**src/rtl/mma_pkg.sv**
```systemverilog
// ----------------------------------------------------------------------------
// mma_pkg
// Shared constants for the matrix multiply-accumulate block: item kinds,
// field widths and binary32 patterns.
// ----------------------------------------------------------------------------
package mma_pkg;

  localparam int MMA_MATRIX_SIZE = 16;

  localparam int KIND_W  = 3;
  localparam int INDEX_W = 4;
  localparam int WORD_W  = 32;

  localparam logic [KIND_W-1:0] KIND_WRITE_A = 3'd0;
  localparam logic [KIND_W-1:0] KIND_WRITE_B = 3'd1;
  localparam logic [KIND_W-1:0] KIND_WRITE_Y = 3'd2;
  localparam logic [KIND_W-1:0] KIND_MAC     = 3'd3;
  localparam logic [KIND_W-1:0] KIND_READ_Y  = 3'd4;

  localparam logic [WORD_W-1:0] QNAN32 = 32'h7FC0_0000;
  localparam logic [WORD_W-1:0] INF32  = 32'h7F80_0000;

endpackage

```
**src/rtl/mma_fma.sv**
```systemverilog
// ----------------------------------------------------------------------------
// mma_fma
// Multi-cycle binary32 fused multiply-add, a*b + c, one round to nearest
// even, subnormals kept. Normalization shifts by eight or one bit a cycle.
// ----------------------------------------------------------------------------
module mma_fma
  import mma_pkg::*;
(
  input  logic              clk,
  input  logic              rst,
  input  logic              start,
  input  logic [WORD_W-1:0] a,
  input  logic [WORD_W-1:0] b,
  input  logic [WORD_W-1:0] c,
  output logic              done,
  output logic [WORD_W-1:0] result
);

  typedef enum logic [3:0] {
    F_IDLE, F_PREP, F_NORMP, F_NORMC, F_ALIGN, F_SHIFT, F_ADD, F_NORMM, F_ROUND
  } fstate_t;

  fstate_t            st;
  logic [WORD_W-1:0]  ra, rb, rc;
  logic [55:0]        pm, cm, big, little;
  logic signed [12:0] ep, ecx, e, d;
  logic               sp, sc, s, czero_r;
  logic [56:0]        mm;
  logic [5:0]         tt;

  logic [7:0]  ea, eb, ec;
  logic [22:0] fa, fb, fc;
  logic        ainf, binf, cinf, azero, bzero, czero, sa, sb;
  logic        spec;
  logic [WORD_W-1:0] sres;
  logic [23:0] ma, mb;
  logic [47:0] prod;
  logic        p_big;
  logic [63:0] small64, mask64, shifted;
  logic [56:0] sum;
  logic signed [12:0] be, rr;
  logic [63:0] mn64, q, rem, half, bits;
  logic [6:0]  r7;
  logic [WORD_W-1:0] rres;

  always_comb begin
    sa = ra[31];
    sb = rb[31];
    ea = ra[30:23];
    eb = rb[30:23];
    ec = rc[30:23];
    fa = ra[22:0];
    fb = rb[22:0];
    fc = rc[22:0];
    ainf = ea == 8'hFF;
    binf = eb == 8'hFF;
    cinf = ec == 8'hFF;
    azero = ea == 8'h00 && fa == 23'd0;
    bzero = eb == 8'h00 && fb == 23'd0;
    czero = ec == 8'h00 && fc == 23'd0;
    ma = {ea != 8'h00, fa};
    mb = {eb != 8'h00, fb};
    prod = ma * mb;
    spec = 1'b1;
    sres = '0;
    if ((ainf && fa != 23'd0) || (binf && fb != 23'd0) || (cinf && fc != 23'd0)) begin
      sres = QNAN32;
    end else if (ainf || binf) begin
      if (azero || bzero) begin
        sres = QNAN32;
      end else if (cinf && rc[31] != (sa ^ sb)) begin
        sres = QNAN32;
      end else begin
        sres = {sa ^ sb, INF32[30:0]};
      end
    end else if (cinf) begin
      sres = rc;
    end else if (azero || bzero) begin
      sres = czero ? {(sa ^ sb) & rc[31], 31'd0} : rc;
    end else begin
      spec = 1'b0;
    end
  end

  always_comb begin
    p_big = (ep > ecx) || (ep == ecx && pm >= cm);
    small64 = {8'd0, little};
    mask64 = (64'd1 << d[5:0]) - 64'd1;
    if (d >= 13'sd63) begin
      shifted = {63'd0, little != 56'd0};
    end else begin
      shifted = (small64 >> d[5:0]) | {63'd0, (small64 & mask64) != 64'd0};
    end
    sum = (sp == sc) ? ({1'b0, big} + {1'b0, shifted[55:0]})
                     : ({1'b0, big} - {1'b0, shifted[55:0]});
  end

  always_comb begin
    be = $signed({7'd0, tt}) + e + 13'sd127;
    if (be < 13'sd1) begin
      rr = 13'sd56 - $signed({7'd0, tt}) - 13'sd149 - e;
    end else begin
      rr = 13'sd33;
    end
    r7 = rr[6:0];
    mn64 = {7'd0, mm};
    rem = mn64 & ((64'd1 << r7[5:0]) - 64'd1);
    half = 64'd1 << (r7[5:0] - 6'd1);
    q = mn64 >> r7[5:0];
    if (rr >= 13'sd58) begin
      q = 64'd0;
    end else if (rem > half || (rem == half && q[0])) begin
      q = q + 64'd1;
    end
    if (be < 13'sd1) begin
      bits = q;
    end else begin
      bits = ({{51{be[12]}}, be - 13'sd1} << 23) + q;
      if (bits >= {32'd0, INF32}) begin
        bits = {32'd0, INF32};
      end
    end
    rres = {s, bits[30:0]};
  end

  always_ff @(posedge clk) begin
    if (rst) begin
      st <= F_IDLE;
      done <= 1'b0;
    end else begin
      done <= 1'b0;
      case (st)
        F_IDLE: begin
          if (start) begin
            ra <= a;
            rb <= b;
            rc <= c;
            st <= F_PREP;
          end
        end
        F_PREP: begin
          if (spec) begin
            result <= sres;
            done <= 1'b1;
            st <= F_IDLE;
          end else begin
            pm <= {8'd0, prod};
            ep <= $signed({5'd0, (ea != 8'h00) ? ea : 8'd1})
                + $signed({5'd0, (eb != 8'h00) ? eb : 8'd1}) - 13'sd300;
            cm <= {32'd0, ec != 8'h00, fc};
            ecx <= $signed({5'd0, (ec != 8'h00) ? ec : 8'd1}) - 13'sd150;
            sp <= sa ^ sb;
            sc <= rc[31];
            czero_r <= czero;
            st <= F_NORMP;
          end
        end
        F_NORMP: begin
          if (pm[55:48] == 8'd0) begin
            pm <= pm << 8;
            ep <= ep - 13'sd8;
          end else if (!pm[55]) begin
            pm <= pm << 1;
            ep <= ep - 13'sd1;
          end else if (czero_r) begin
            mm <= {1'b0, pm};
            e <= ep;
            s <= sp;
            tt <= 6'd56;
            st <= F_NORMM;
          end else begin
            st <= F_NORMC;
          end
        end
        F_NORMC: begin
          if (cm[55:48] == 8'd0) begin
            cm <= cm << 8;
            ecx <= ecx - 13'sd8;
          end else if (!cm[55]) begin
            cm <= cm << 1;
            ecx <= ecx - 13'sd1;
          end else begin
            st <= F_ALIGN;
          end
        end
        F_ALIGN: begin
          if (p_big) begin
            big <= pm;
            little <= cm;
            e <= ep;
            s <= sp;
            d <= ep - ecx;
          end else begin
            big <= cm;
            little <= pm;
            e <= ecx;
            s <= sc;
            d <= ecx - ep;
          end
          st <= F_SHIFT;
        end
        F_SHIFT: begin
          st <= F_ADD;
        end
        F_ADD: begin
          if (sum == 57'd0) begin
            result <= '0;
            done <= 1'b1;
            st <= F_IDLE;
          end else begin
            mm <= sum;
            tt <= 6'd56;
            st <= F_NORMM;
          end
        end
        F_NORMM: begin
          if (mm[56:49] == 8'd0) begin
            mm <= mm << 8;
            tt <= tt - 6'd8;
          end else if (!mm[56]) begin
            mm <= mm << 1;
            tt <= tt - 6'd1;
          end else begin
            st <= F_ROUND;
          end
        end
        F_ROUND: begin
          result <= rres;
          done <= 1'b1;
          st <= F_IDLE;
        end
        default: st <= F_IDLE;
      endcase
    end
  end

endmodule

```
**config.mk**
```make
export PLATFORM = sky130hd
export DESIGN_NAME = mma_fma
export DESIGN_NICKNAME = d
export VERILOG_FILES = /design/src/rtl/mma_pkg.sv /design/src/rtl/mma_fma.sv
export SDC_FILE = /design/constraint.sdc
export NUM_CORES = 2
export LEC_CHECK = 0
export BUFFER_PORTS_ARGS = -buffer_cell sky130_fd_sc_hd__buf_4
export CORE_MARGIN = 1.5
export CORE_UTILIZATION = 40
export DETAILED_ROUTE_END_ITERATION = 6
export GPL_TIMING_DRIVEN = 0
export PLACE_DENSITY_LB_ADDON = 0.05
export SLEW_MARGIN = 20
export SYNTH_ARGS = -nofsm -noshare
export SYNTH_HDL_FRONTEND = slang
export SYNTH_SLANG_ARGS = --single-unit
```
**constraint.sdc**
```tcl
create_clock -name clk -period 13.2 [get_ports clk]
set_input_delay 1.32 -clock clk [delete_from_list [all_inputs] [get_ports clk]]
set_output_delay 1.32 -clock clk [all_outputs]
set_load 0.05 [all_outputs]
```
=== Yosys cells after proc, flatten, opt, wreduce, memory -nomap -nowiden ===
Index checks and enable logic that the tools add are counted.

* Memories: 0
* Register bits: 476
* Input bits: 99
* Latch bits: 0
* Logic and storage cells: 229
* Memory bits (read-only): 0
* Output and inout bits: 33
* RAM bits: 0

* Add/subtract/negate cells: 24
* Multipliers: 1
* Shift-type cells: 5
* $lt $le $gt $ge: 7
* Muxes and demuxes: 81
* Reductions and logical operators: 51
* Div/mod/pow operators: 0
* Equality and inequality tests: 30
* Bitwise gates (word level): 7

{| class="wikitable"
|+ Operators by type and width
! cell !! number
|-
| 56-bit two-way mux || 9
|-
| 57-bit two-way mux || 7
|-
| 32-bit two-way mux || 9
|-
| 56-bit one-hot mux with 2 select lines || 2
|-
| 1-bit by 6-bit left shift with 64-bit output (first input constant) || 3
|-
| 57-bit one-hot mux with 3 select lines || 1
|-
| 13-bit two-way mux || 12
|-
| 64-bit two-way mux || 2
|-
| 64-bit by 1-bit subtractor with 64-bit output (second input constant) || 2
|-
| 32-bit one-hot mux with 3 select lines || 1
|-
| 13-bit one-hot mux with 2 select lines || 3
|-
| 23-bit logical NOT || 3
|-
| 23-bit nonzero test || 3
|-
| 64-bit by 1-bit adder with 64-bit output (second input constant) || 1
|-
| 64-bit adder || 1
|-
| 56-bit by 64-bit AND with 64-bit output || 1
|-
| 57-bit by 64-bit AND with 64-bit output || 1
|-
| 64-bit equality test || 1
|-
| 64-bit by 31-bit >= comparator with 1-bit output (second input constant) || 1
|-
| 64-bit greater-than comparator || 1
|-
| 64-bit nonzero test || 1
|-
| 57-bit by 6-bit right shift with 64-bit output || 1
|-
| 31-bit two-way mux || 2
|-
| 56-bit by 56-bit adder with 57-bit output || 1
|-
| other kinds (59) || 137
|}

=== Logic depth before layout (Yosys ltp) ===
* Depth in word-level cells: 17
* Depth in mapped cells: 62
* Gate-level depth less buffers: 56

=== Worst setup path after synthesis ===
Ideal clock, no wire load.

* Path type: register to register
* From: register tt[0]
* To: register result[13], data pin
* Path slack: 1293 ps
* Library setup time: 267 ps
* Data required time: 12933 ps
* Data arrival time: 11640 ps
* Clock period less this slack: 11907 ps
* Cell stages (with the launch flop): 58
* Path through: edfxtp_1 > inv_1 > ha_1 > ha_1 > ha_1 > fa_1 > clkbuf_1 > inv_1 > nor3_1 > nand4_2 > nand2_2 > inv_2 > buf_4 > buf_4 > buf_2 > buf_1 > nand3_1 > ha_1 > (+22 left out) > and2_1 > ha_1 > o21a_1 > nor2_1 > nor3_1 > o211ai_1 > a2111o_1 > a21oi_1 > o31ai_1 > o21ai_0 > a21oi_1 > o21ai_0 > o21ai_0 > a32o_1 > and3_1 > o21ai_0 > clkbuf_1 > o21ai_0

* Cells in the longest elaborated chain, start to end: 17
* Elaborated cells on any way between the ends: 27

{| class="wikitable"
|+ Ends and longest elaborated chain
! item !! line !! RTL
|-
| start, declared || mma_fma.sv:29 || <nowiki>logic [5:0] tt;</nowiki>
|-
| start signal, assigned || mma_fma.sv:219 || <nowiki>tt <= tt - 6'd8;</nowiki>
|-
| start signal, assigned || mma_fma.sv:222 || <nowiki>tt <= tt - 6'd1;</nowiki>
|-
| parallel branches: the longest is 15 deep, another holds 64-bit by 1-bit subtractor with 64-bit output || - ||
|-
| 31-bit two-way mux (*) || mma_fma.sv:115 || <nowiki>if (be < 13'sd1) begin</nowiki>
|-
| 32-bit one-hot mux with 3 select lines (*) || mma_fma.sv:132 || <nowiki>case (st)</nowiki>
|-
| end signal, assigned || mma_fma.sv:143 || <nowiki>result <= sres;</nowiki>
|-
| end signal, assigned || mma_fma.sv:228 || <nowiki>result <= rres;</nowiki>
|-
| end, declared || mma_fma.sv:16 || <nowiki>output logic [WORD_W-1:0] result</nowiki>
|}

Every way passes the cells marked *.
A chain may end at the register's enable or synchronous reset.

=== Worst setup path after layout ===
* From: register tt[0]
* To: register result[14], data pin

The elaborated chain is that of the path after synthesis.

==> run summary <==
Storage cell area: 14240 µm²
Final hold slack: 0.5623 ns
Crit path max-delay family: simple AND/OR/NAND/NOR gates
Leak: 30.24 nW
Die Wd: 404.3 µm
Worst vdd ir: 0.0005500 V
Yosys warnings: 0
# setup viols final: 0
Ports: 132
Skew final: 0.05452 ns
Reg2reg start: tt[0]
Sequential area share after synthesis: 22.11%
Worst min path class: reg -> reg
Number of flops mapped to enable cells by yosys: 471
Unique cell type count in the Yosys netlist: 122
Initial Utilization: 40.22%
Ys async rst share: 0%
Final Max Slew Viols: 0
DP Area: 68760 µm²
Max Fclk: 78.50 MHz
Placed Instances: 9746
Arr. time, crit path: 13.26 ns
Crit. End Element: register
Total Nets Final: 8755
Flops & latches, synth: 476
GP Congestion: 1.031
Final Total Pwr: 23.46 mW
Power per cell area: 324.8 nW/µm²
Post-Synthesis Cells: 7428
Crit. Startpoint: tt[0]
Hold Buf Count CTS: 0
DR vias/cell: 6.140
Final Hold Violating Endpoints: 0
Post-synthesis average cell area: 8.674 µm²
CP required: 13.72 ns
Fill cells: 15930
Max cap viols: 0
Post-synth net total: 8487
CTS Sinks: 476
Core area: 160200 µm²
Design area: 72210 µm²
Finished Layout Cells: 9911
DRT Pass-1 Iters: 6
Slew @ Worst Pin: 1.269 ns
Area Overhead vs Synth: 12.07%
Layout cell share with drive strength beyond 1: 10.30%
All-Layer GR Usage: 36.67%
Routed WL: 305000 µm
Drt drc: 0
Flop2flop setup slack: 0.46 ns
Clk slew on worst S/H paths: 0.07 ns
Setup WS post-layout: 0.4613 ns
First-pass GRT wire length: 433900 µm
Std-Cell Rows: 147
CTS buffer count: 59
Remaining global-route overflow: 0
Slew headroom: 15.01%
Hold Startpoint: s
Slowest cell delay on critical path: 0.58 ns
Startpoint Class: register
Top_reg_cell synth: edfxtp_1
DP Wirelength: 251000 µm
Final ANT Viol Nets: 0
Final period util: 96.51%
TNS Setup: 0 ns
Initial DRC count: 6507
Die area: 163500 µm²
Status: complete, no violations
Slowest cell on the critical path: nor4_2
Crit path kind: reg -> reg
IO buf count: 131
Critical path fanouts, max: 10
CTS tree: built
Minimum clock period: 12.74 ns
Vias in the first global route: 59740
CTS H-tree depth: 2
Root Buffer: clkbuf_16
Area taken by multi-input logic gates: 46270 µm²
Vias: 60860
Die Ht: 404.3 µm
Final core occ: 45.07%
Wire per inst: 30.78 µm
Synth Cell Area: 64430 µm²
Place WS: -3.863 ns
Worst skew pair latency: 0.74 ns
Initial antenna violation count: 19
Largest net degree at the start of global routing: 47
Worst Path Buf+Inv: 10
CTS Buffer Depth: 3
[path summary, 6_finish.rpt]
| check | end | cells after the start |
|---|---|---|
| worst min-delay path | result[31] | 2 |
| worst max register to register | result[14] | 54 |
| worst min register to register | result[31] | 2 |
| worst max-delay path | result[14] | 54 |
[kinds of logic after synthesis]
family / after synthesis / synth area share (%)
AOI/OAI and AO/OA: 1852 / 18.71
DFF: 476 / 22.11
buffers and inverters: 1205 / 7.362
xor gates and xnor gates: 276 / 3.764
and+or+nand+nor: 2394 / 17.86
adders and majority gates: 962 / 24.37
muxes: 263 / 5.818
[metal layers]
| layer | wire length, µm | up-vias | track usage [%] |
|---|---|---|---|
| met2 | 138700 | 2977 | 59.12 |
| met4 | 16990 | 10 | 16.83 |
| met1 | 123000 | 30390 | 47.47 |
| met3 | 26270 | 651 | 7.015 |
| li1 | - | 26830 | - |
| met5 | 68 | - | 0 |
[layout by cell type (no fill, tap or decap), types with 68 or more instances in the layout]
cell / count
a211oi_1: 79
a31oi_1: 70
and2_1: 232
mux2_2: 89
nand4_1: 86
nand3_1: 132
nor2_1: 412
inv_1: 758
fa_1: 487
ha_1: 465
edfxtp_1: 471
o21ai_0: 487
xor2_1: 91
a21oi_1: 392
a22oi_1: 68
mux4_2: 79
nand2_1: 945
xnor2_1: 182
a21o_1: 145
nor3_1: 126
mux2i_1: 93
clkbuf_1: 304
buf_4: 206
[final cells by class]
class	instances	area share, %
inverters	766	3.987
clock inverters	45	0.9114
repair buffers	215	2.722
diodes	5	0.01733
flip-flops and latches	476	19.73
plain buffers	431	2.707
clock buffers	66	2.109
multi-input cells	5747	64.08
well taps	2160	3.743
[sequential cells by signal (all words and copies together) (netlist names)]
name	count
little	56
sc	1
ep	13
ra	32
rb	32
pm	56
st	4
tt	6
big	56
mm	57
e	13
czero_r	1
s	1
ecx	13
sp	1
result	32
done	1
cm	56
d	13
rc	32
[Yosys cell counts, drive strengths merged (72+ instances only)]
cell	instances	area share, %
inv	762	4.4
mux4	79	2.8
mux2i	95	1.5
buf	110	0.98
xor2	92	1.3
a21oi	409	3.2
fa	489	15
a211oi	84	1.0
nor4	74	0.81
edfxtp	471	22
nand3	133	1.0
ha	471	9.1
a21o	145	1.7
clkbuf	329	1.9
and2	233	2.3
mux2	89	1.6
o21ai	529	4.2
xnor2	184	2.5
nand4	92	0.95
nor3	140	1.1
nor2	434	2.5
nand2	960	5.6
a31oi	72	0.71
[report_power, final]
part	internal [mW]	total [mW]	switching, mW
logic	7.80	18.4	10.6
clock network	1.10	1.87	0.777
registers	2.70	3.23	0.529
[worst register-to-register path: cells and delay by family (launching register included)]
family | cells | cell delay [ns]
compound gates | 16 | 3.90
fa+ha+maj | 6 | 1.80
buf+inv | 10 | 1.68
flops | 1 | 0.45
simple gates | 22 | 4.72
[what timing repair did]
item,CTS,global route
cloned,0,2
resized for setup,98,120
setup buffers,25,30
endpoints found under the setup margin,31,129
pin swaps,20,34
hold endpoints to repair,0,0
No activity file was read; power rests on OpenSTA's default activity.
